File: src/hsfc_pkg.sv
// ----------------------------------------------------------------------------
// hsfc_pkg
// Shared types and constants of the humidity sensor frame checker.
// ----------------------------------------------------------------------------
`default_nettype none

package hsfc_pkg;

    // Modbus CRC-16, reflected form
    localparam logic [15:0] CRC_POLY = 16'hA001;
    localparam logic [15:0] CRC_INIT = 16'hFFFF;

    // sign-magnitude temperature
    localparam logic [15:0] SIGN_BIT = 16'h8000;
    localparam logic [15:0] MAG_MASK = 16'h7FFF;

    // configuration registers
    localparam int unsigned CFG_IDX_W  = 1;
    localparam int unsigned CFG_DATA_W = 8;
    localparam logic [CFG_IDX_W-1:0] CFG_IDX_FUNC_CODE = 1'b0;
    localparam logic [CFG_IDX_W-1:0] CFG_IDX_REG_COUNT = 1'b1;
    localparam logic [7:0] FUNC_CODE_RESET = 8'h03;
    localparam logic [7:0] REG_COUNT_RESET = 8'h04;

    // byte positions inside a frame
    typedef logic [2:0] t_pos;
    localparam t_pos POS_FUNC     = 3'd0;
    localparam t_pos POS_COUNT    = 3'd1;
    localparam t_pos POS_HUM_HI   = 3'd2;
    localparam t_pos POS_HUM_LO   = 3'd3;
    localparam t_pos POS_TEMP_HI  = 3'd4;
    localparam t_pos POS_TEMP_LO  = 3'd5;
    localparam t_pos POS_CRC_LO   = 3'd6;
    localparam t_pos POS_CRC_HI   = 3'd7;

    typedef enum logic [1:0] {
        STATUS_OK         = 2'd0,
        STATUS_BAD_HEADER = 2'd1,
        STATUS_BAD_CRC    = 2'd2
    } t_status;

    typedef struct packed {
        logic [7:0] rx_byte;
        logic       frame_start;
    } t_in_word;

    typedef struct packed {
        t_status            frame_status;
        logic [15:0]        humidity_tenths;
        logic signed [15:0] temperature_tenths;
    } t_out_word;

    // frame tracker -> top
    typedef struct packed {
        logic      last;  // byte in hand closes the frame
        t_out_word word;
    } t_frame_result;

endpackage

`default_nettype wire

File: src/hsfc_crc_byte.sv
// ----------------------------------------------------------------------------
// hsfc_crc_byte
// One byte of reflected CRC-16, eight bit steps unrolled.
// ----------------------------------------------------------------------------
`default_nettype none

module hsfc_crc_byte (
    input  wire logic [15:0] i_crc,
    input  wire logic [7:0]  i_data,
    output logic      [15:0] o_crc
);

    always_comb begin
        logic [15:0] v_crc;
        v_crc = i_crc ^ {8'h00, i_data};
        for (int k = 0; k < 8; k++) begin
            if (v_crc[0]) begin
                v_crc = (v_crc >> 1) ^ hsfc_pkg::CRC_POLY;
            end else begin
                v_crc = v_crc >> 1;
            end
        end
        o_crc = v_crc;
    end

endmodule

`default_nettype wire

File: src/hsfc_frame.sv
// ----------------------------------------------------------------------------
// hsfc_frame
// Frame state: byte position, running CRC, header flag, readings.
// ----------------------------------------------------------------------------
`default_nettype none

module hsfc_frame (
    input  wire logic                 i_clk,
    input  wire logic                 i_rst_n,
    input  wire logic                 i_step,
    input  wire hsfc_pkg::t_in_word   i_word,
    input  wire logic [7:0]           i_exp_func,
    input  wire logic [7:0]           i_exp_count,
    output hsfc_pkg::t_frame_result   o_result
);

    hsfc_pkg::t_pos r_pos, n_pos;
    logic [15:0]    r_crc, n_crc;
    logic           r_hdr_ok, n_hdr_ok;
    logic [15:0]    r_raw_hum, n_raw_hum;
    logic [15:0]    r_raw_temp, n_raw_temp;
    logic [7:0]     r_crc_lo, n_crc_lo;
    logic [15:0]    r_held_hum, n_held_hum;
    logic [15:0]    r_held_temp, n_held_temp;

    hsfc_pkg::t_pos   w_pos;
    logic [15:0]      w_crc_base;
    logic             w_hdr_base;
    logic [15:0]      w_crc_upd;
    logic [15:0]      w_rx_crc;
    logic [15:0]      w_mag;
    hsfc_pkg::t_status w_status;

    // start flag restarts the frame on this byte
    assign w_pos      = i_word.frame_start ? hsfc_pkg::POS_FUNC : r_pos;
    assign w_crc_base = i_word.frame_start ? hsfc_pkg::CRC_INIT : r_crc;
    assign w_hdr_base = i_word.frame_start ? 1'b1 : r_hdr_ok;

    hsfc_crc_byte u_crc (
        .i_crc  (w_crc_base),
        .i_data (i_word.rx_byte),
        .o_crc  (w_crc_upd)
    );

    assign w_rx_crc = {i_word.rx_byte, r_crc_lo};
    assign w_mag    = r_raw_temp & hsfc_pkg::MAG_MASK;

    always_comb begin
        n_pos       = w_pos + 3'd1;
        n_crc       = (w_pos < hsfc_pkg::POS_CRC_LO) ? w_crc_upd : w_crc_base;
        n_hdr_ok    = w_hdr_base;
        n_raw_hum   = r_raw_hum;
        n_raw_temp  = r_raw_temp;
        n_crc_lo    = r_crc_lo;
        n_held_hum  = r_held_hum;
        n_held_temp = r_held_temp;
        w_status    = hsfc_pkg::STATUS_OK;

        case (w_pos)
            hsfc_pkg::POS_FUNC: begin
                if (i_word.rx_byte != i_exp_func) n_hdr_ok = 1'b0;
            end
            hsfc_pkg::POS_COUNT: begin
                if (i_word.rx_byte != i_exp_count) n_hdr_ok = 1'b0;
            end
            hsfc_pkg::POS_HUM_HI:  n_raw_hum[15:8]  = i_word.rx_byte;
            hsfc_pkg::POS_HUM_LO:  n_raw_hum[7:0]   = i_word.rx_byte;
            hsfc_pkg::POS_TEMP_HI: n_raw_temp[15:8] = i_word.rx_byte;
            hsfc_pkg::POS_TEMP_LO: n_raw_temp[7:0]  = i_word.rx_byte;
            hsfc_pkg::POS_CRC_LO:  n_crc_lo         = i_word.rx_byte;
            default: ;
        endcase

        if (w_pos == hsfc_pkg::POS_CRC_HI) begin
            if (!w_hdr_base) begin
                w_status = hsfc_pkg::STATUS_BAD_HEADER;
            end else if (w_rx_crc != w_crc_base) begin
                w_status = hsfc_pkg::STATUS_BAD_CRC;
            end else begin
                n_held_hum = r_raw_hum;
                if ((r_raw_temp & hsfc_pkg::SIGN_BIT) != 16'h0000) begin
                    n_held_temp = 16'h0000 - w_mag;
                end else begin
                    n_held_temp = r_raw_temp;
                end
            end
            // frame done: restart
            n_pos    = hsfc_pkg::POS_FUNC;
            n_crc    = hsfc_pkg::CRC_INIT;
            n_hdr_ok = 1'b1;
        end
    end

    assign o_result.last                    = (w_pos == hsfc_pkg::POS_CRC_HI);
    assign o_result.word.frame_status       = w_status;
    assign o_result.word.humidity_tenths    = n_held_hum;
    assign o_result.word.temperature_tenths = $signed(n_held_temp);

    always_ff @(posedge i_clk) begin
        if (!i_rst_n) begin
            r_pos       <= hsfc_pkg::POS_FUNC;
            r_crc       <= hsfc_pkg::CRC_INIT;
            r_hdr_ok    <= 1'b1;
            r_held_hum  <= 16'h0000;
            r_held_temp <= 16'h0000;
        end else if (i_step) begin
            r_pos       <= n_pos;
            r_crc       <= n_crc;
            r_hdr_ok    <= n_hdr_ok;
            r_held_hum  <= n_held_hum;
            r_held_temp <= n_held_temp;
        end
    end

    // every frame writes these before they are read
    always_ff @(posedge i_clk) begin
        if (i_step) begin
            r_raw_hum  <= n_raw_hum;
            r_raw_temp <= n_raw_temp;
            r_crc_lo   <= n_crc_lo;
        end
    end

endmodule

`default_nettype wire

File: config.mk
export PLATFORM = sky130hd
export DESIGN_NAME = hsfc_frame
export DESIGN_NICKNAME = d
export VERILOG_FILES = /design/src/hsfc_pkg.sv /design/src/hsfc_crc_byte.sv /design/src/hsfc_frame.sv
export SDC_FILE = /design/constraint.sdc
export NUM_CORES = 1
export LEC_CHECK = 0
export ABC_AREA = 1
export BUFFER_PORTS_ARGS = -buffer_cell sky130_fd_sc_hd__buf_2
export CORE_MARGIN = 2
export CORE_UTILIZATION = 63
export DETAILED_ROUTE_END_ITERATION = 8
export PLACE_DENSITY = 0.9
export SYNTH_ARGS = -nofsm -noshare
export SYNTH_HDL_FRONTEND = slang
export SYNTH_SLANG_ARGS = --single-unit
File: constraint.sdc
create_clock -name i_clk -period 5.1 [get_ports i_clk]
set_input_delay 1.275 -clock i_clk [delete_from_list [all_inputs] [get_ports i_clk]]
set_output_delay 1.275 -clock i_clk [all_outputs]
set_load 0.1 [all_outputs]
---- After elaboration in Yosys (flattened, before gate mapping) ----
Cells that the tools add are included.
cells by class
  add/subtract/negate cells ............... 2
  $lt $le $gt $ge ......................... 1
  eq/ne operators ......................... 10
  muxes and demuxes ....................... 28
  bitwise operators ....................... 9
  reductions and logical operators ........ 6
operators with widths
  kind                     number
  $mux W16                 18
  $not A2 Y3               8
  $ne A16 B16 Y1           1
  $ne A8 B8 Y1             2
  $sub A1 B15 Y16 const A  1
  $xor A16 B8 Y16          1
  $eq A3 B3 Y1 const B     4
  $reduce_and A2 Y1        5
  $eq A3 B2 Y1 const B     2
  $mux W2                  3
  $mux W3                  2
  $mux W1                  4
  $add A3 B1 Y3 const B    1
  $eq A3 B1 Y1 const B     1
  $logic_not A3 Y1         1
  $lt A3 B3 Y1 const B     1
  $pmux W1 S2              1
storage, ports and cells
  bits in registers ....................... 92
  output and inout bits ................... 35
  word-level logic and storage cells ...... 66

---- Longest topological paths before layout ----
  word-level depth ........................ 20
  depth in mapped cells ................... 19
  mapped depth without buffers ............ 17

---- Cells and area by module ----
A second synthesis with hierarchy kept.
second synthesis, totals
  cell total of the unflattened synthesis .. 840
  area total of the unflattened synthesis .. 5834.3 µm²
modules (own cells, without submodules)
  module         times used  cells an instance  area an instance (µm²)  seq. area each (µm²)
  hsfc_frame     1           775                5388.9                  2242.2
  hsfc_crc_byte  1           65                 445.4                   0.0

---- Least setup slack after synthesis ----
OpenSTA, ideal clock, no wires.
  kind .................................... input port to output port
  start point ............................. input port i_word[0] (netlist bit)
  end point ............................... output port o_result[33] (netlist bit)
  arrival ................................. 5.197 ns
  data required time ...................... 3.825 ns
  setup slack ............................. -1.372 ns
  stages .................................. 9
  path buffers ............................ 2
  cells stage by stage .................... buf_6 > buf_4 > inv_1 > nand2_1 > inv_1 > ha_1 > ha_1 > inv_1 > nor3_1
RTL lines
  item         RTL line          text
  from (decl)  hsfc_frame.sv:11  input wire hsfc_pkg::t_in_word i_word,
  to (decl)    hsfc_frame.sv:14  output hsfc_pkg::t_frame_result o_result

==> impl_metrics.py <==
metrics = {
    "worst_setup_path": {
        "r2r_start": "r_crc[15]",
        "cp-start-kind": "primary input",
        "crit_arrival_ns": 3.66,
        "path_class": "primary input to primary output",
        "r2r_slack_ns": 2.62,
        "r2r-end": "r_held_temp[4]",
        "cp-end-kind": "primary output",
        "cp_max_fo": 24,
        "cp_data_required_time_ns": 3.83,
        "worstRegToRegCells": 12,
    },
    "yosys": {
        "synthTopCellsByArea": "edfxtp_1 23%, dfxtp_1 20%, nand2_1 11%",
        "synth_edf_count": 40,
        "synthCells": 661,
        "synth-seq-cells": 92,
        "synthFlopType": "dfxtp_1",
        "yosys_warnings": 0,
        "yosys.area.top_type_share": 0.234,
        "async_reset_ff_frac": 0,
        "syn_avg_cell_area_um2": 7.75,
        "synthMuxAreaShare": 0,
        "synth_compound_area_frac": 0.0940,
        "ys_seq_area_frac": 0.437,
        "syn-cell-area_um2": 5120,
        "yosysTopAreaCell": "edfxtp_1",
        "synth_xor_area_frac": 0.0769,
        "yosys-top-cells-count": "154 x nand2_1, 88 x nor2_1, 75 x inv_1, 52 x dfxtp_1",
        "synth-simple-area-share": 0.282,
        "synth_fa_ha_area_frac": 0.0171,
        "synthMostInstantiatedCell": "nand2_1",
        "syn_nets": 696,
        "synth_top_family_by_area": "simple AND/OR/NAND/NOR gates",
        "synthDistinctLibCells": 33,
    },
    "finish": {
        "antennaDiodeCount": 0,
        "stdcell_area_um2": 6170,
        "nets": 751,
        "layout-drive-gt1-share": 0.204,
        "syn2layout_area_growth_pct": 20.3,
        "post-route-util": 0.790,
    },
    "timing": {
        "relSlewSlack": 0.153,
        "fin_ws_ns": 0.162,
        "setup_viol": 0,
        "finalCritPeriodShare": 0.968,
        "fmax_ghz": 0.203,
        "whs_ns": 0.464,
        "tightest_slew_ns": 1.26,
        "timing_hold_violations_final": 0,
        "setup_tns_ns": 0,
        "fin_crit_ns": 4.94,
        "drv_slew": 0,
        "fin_worst_skew_ns": 0.0152,
        "rsz0062_at_grt": "no",
    },
    "run_status": {
        "outcome": "completed",
    },
    "detailed_routing": {
        "vias_per_cell": 5.75,
        "drtIter0Drc": 493,
        "routed_wl_mm": 13.3,
        "wl_per_cell_um": 16.2,
        "vias": 4733,
        "dr.pass1.iters": 5,
        "drtAntennaViolNets": 0,
        "drc_errors": 0,
    },
    "placed_design": {
        "place_congestion": 1.00,
        "pre_cts_slack_ns": 0.145,
        "place_area_um2": 5950,
        "hpwl_mm": 9.20,
        "place.port_buffers": 62,
    },
    "floorplan": {
        "die_h_um": 94.2,
        "rows": 32,
        "dieArea_um2": 8870,
        "die_width_um": 94.2,
        "fp.coreArea_um2": 7810,
        "ios": 63,
        "floorplan.initialDensity": 0.656,
    },
    "clock_tree": {
        "cts-resized-gates": 0,
        "postCtsSetupRepairBufs": 0,
        "cts_buffers": 9,
        "cts_hold_buffers": 0,
        "cts_sinks": 92,
        "insertion_delay_ns": 0.38,
        "cts_tree": "done",
        "h-tree-depth": 3,
        "root_buffer": "clkbuf_8",
        "clockBufferDepth": 2,
        "clk_pin_slew_ns": 0.08,
    },
    "min_path": {
        "hold_end": "r_pos[1]",
        "min_from": "r_pos[1]",
        "hold_depth": 2,
        "hold_path.class": "flip-flop to flip-flop",
    },
    "global_routing": {
        "grt_pass1_wl_mm": 22.1,
        "grtUsageTotal": 0.321,
        "grt_max_degree": 48,
        "grt_pass1_vias": 4605,
        "gr-total-overflow": 0,
        "antenna_found_initial": 0,
    },
    "power_and_ir_drop": {
        "leakagePower_nw": 2.91,
        "ir_drop_v": 0.000179,
        "powerDensity_nw_per_um2": 288,
    },
    "flow_run": {
        "drv_cap": 0,
    },
}
-- worst max path at each step --
stage	cells past startpoint	start	slack, ns	endpoint
2_1_floorplan	13	i_word[0]	0.03	o_result[14]
3_3_place_gp	11	i_word[0]	0.26	o_result[15]
3_5_place_dp	12	i_word[0]	0.15	o_result[24]
4_1_cts	12	i_word[0]	0.11	o_result[24]
5_1_grt	12	i_word[0]	0.03	o_result[26]
6_report	11	i_word[0]	0.16	o_result[15]
-- worst max-delay path, stage by stage --
cell	delay, ns
clkbuf_4	0.27
nor2_1	0.28
xor2_1	0.25
nand2_1	0.09
nor3_1	0.20
nand2_1	0.11
nor2_2	0.21
nand2_4	0.23
o21ai_1	0.33
clkinvlp_4	0.12
buf_2	0.29
-- cell usage in the layout (no fill, tap or decap), drive strengths merged --
cell type    n
nor3         9
clkinv       4
a21oi       21
dfxtp       52
nand2      195
nand4        3
or2          4
xor2        29
nor2        97
nor4         3
bufinv       1
o31ai        3
buf         68
inv         75
xnor2       16
clkinvlp     3
ha           7
nand3       13
o211ai       7
clkbuf      11
a31oi        1
o21ai       59
edfxtp      40
-- power by group --
part           internal, W  switching, W
Combinational     0.000136      0.000279
Clock             0.000259      0.000278
Sequential        0.000799     0.0000231
Total              0.00119      0.000580
-- kinds of logic after synthesis --
kind of cell	Yosys count
simple gates	324
buf+inv	102
flops	92
compound gates	91
xor+xnor	45
fa+ha+maj	7
-- metrics by stage --
step                std cells  power [W]
finish                    823    0.00177
global route              823    0.00183
detailed placement        807    0.00124
CTS                       823    0.00177
floorplan                 661    0.00111
global placement          807    0.00123
-- per-layer routing --
layer / routed length [µm] / share of wire / track usage / up-vias
li1: - / - / - / 2200
met1: 5010 / 0.38 / 0.399 / 2156
met2: 6610 / 0.49 / 0.542 / 310
met3: 1120 / 0.084 / 0.0369 / 67
met4: 612 / 0.046 / 0.181 / 0
met5: 0 / 0 / 0 / -
-- cell type report --
| class | instances | area (µm²) |
|---|---|---|
| clock buffer | 10 | 149 |
| clock inverter | 6 | 67.6 |
| sequential | 92 | 2240 |
| timing repair buffer | 69 | 831 |
| inverter | 77 | 302 |
| fill | 488 | 1640 |
| multi-input combinational | 467 | 2450 |
| tap | 102 | 128 |
-- sequential cells by signal, summed over array words and instances (netlist names) --
signal / flops
r_raw_temp: 16
r_held_hum: 16
r_raw_hum: 16
r_held_temp: 16
r_crc: 16
r_crc_lo: 8
r_hdr_ok: 1
r_pos: 3
Power figures use the tool's default switching activity.
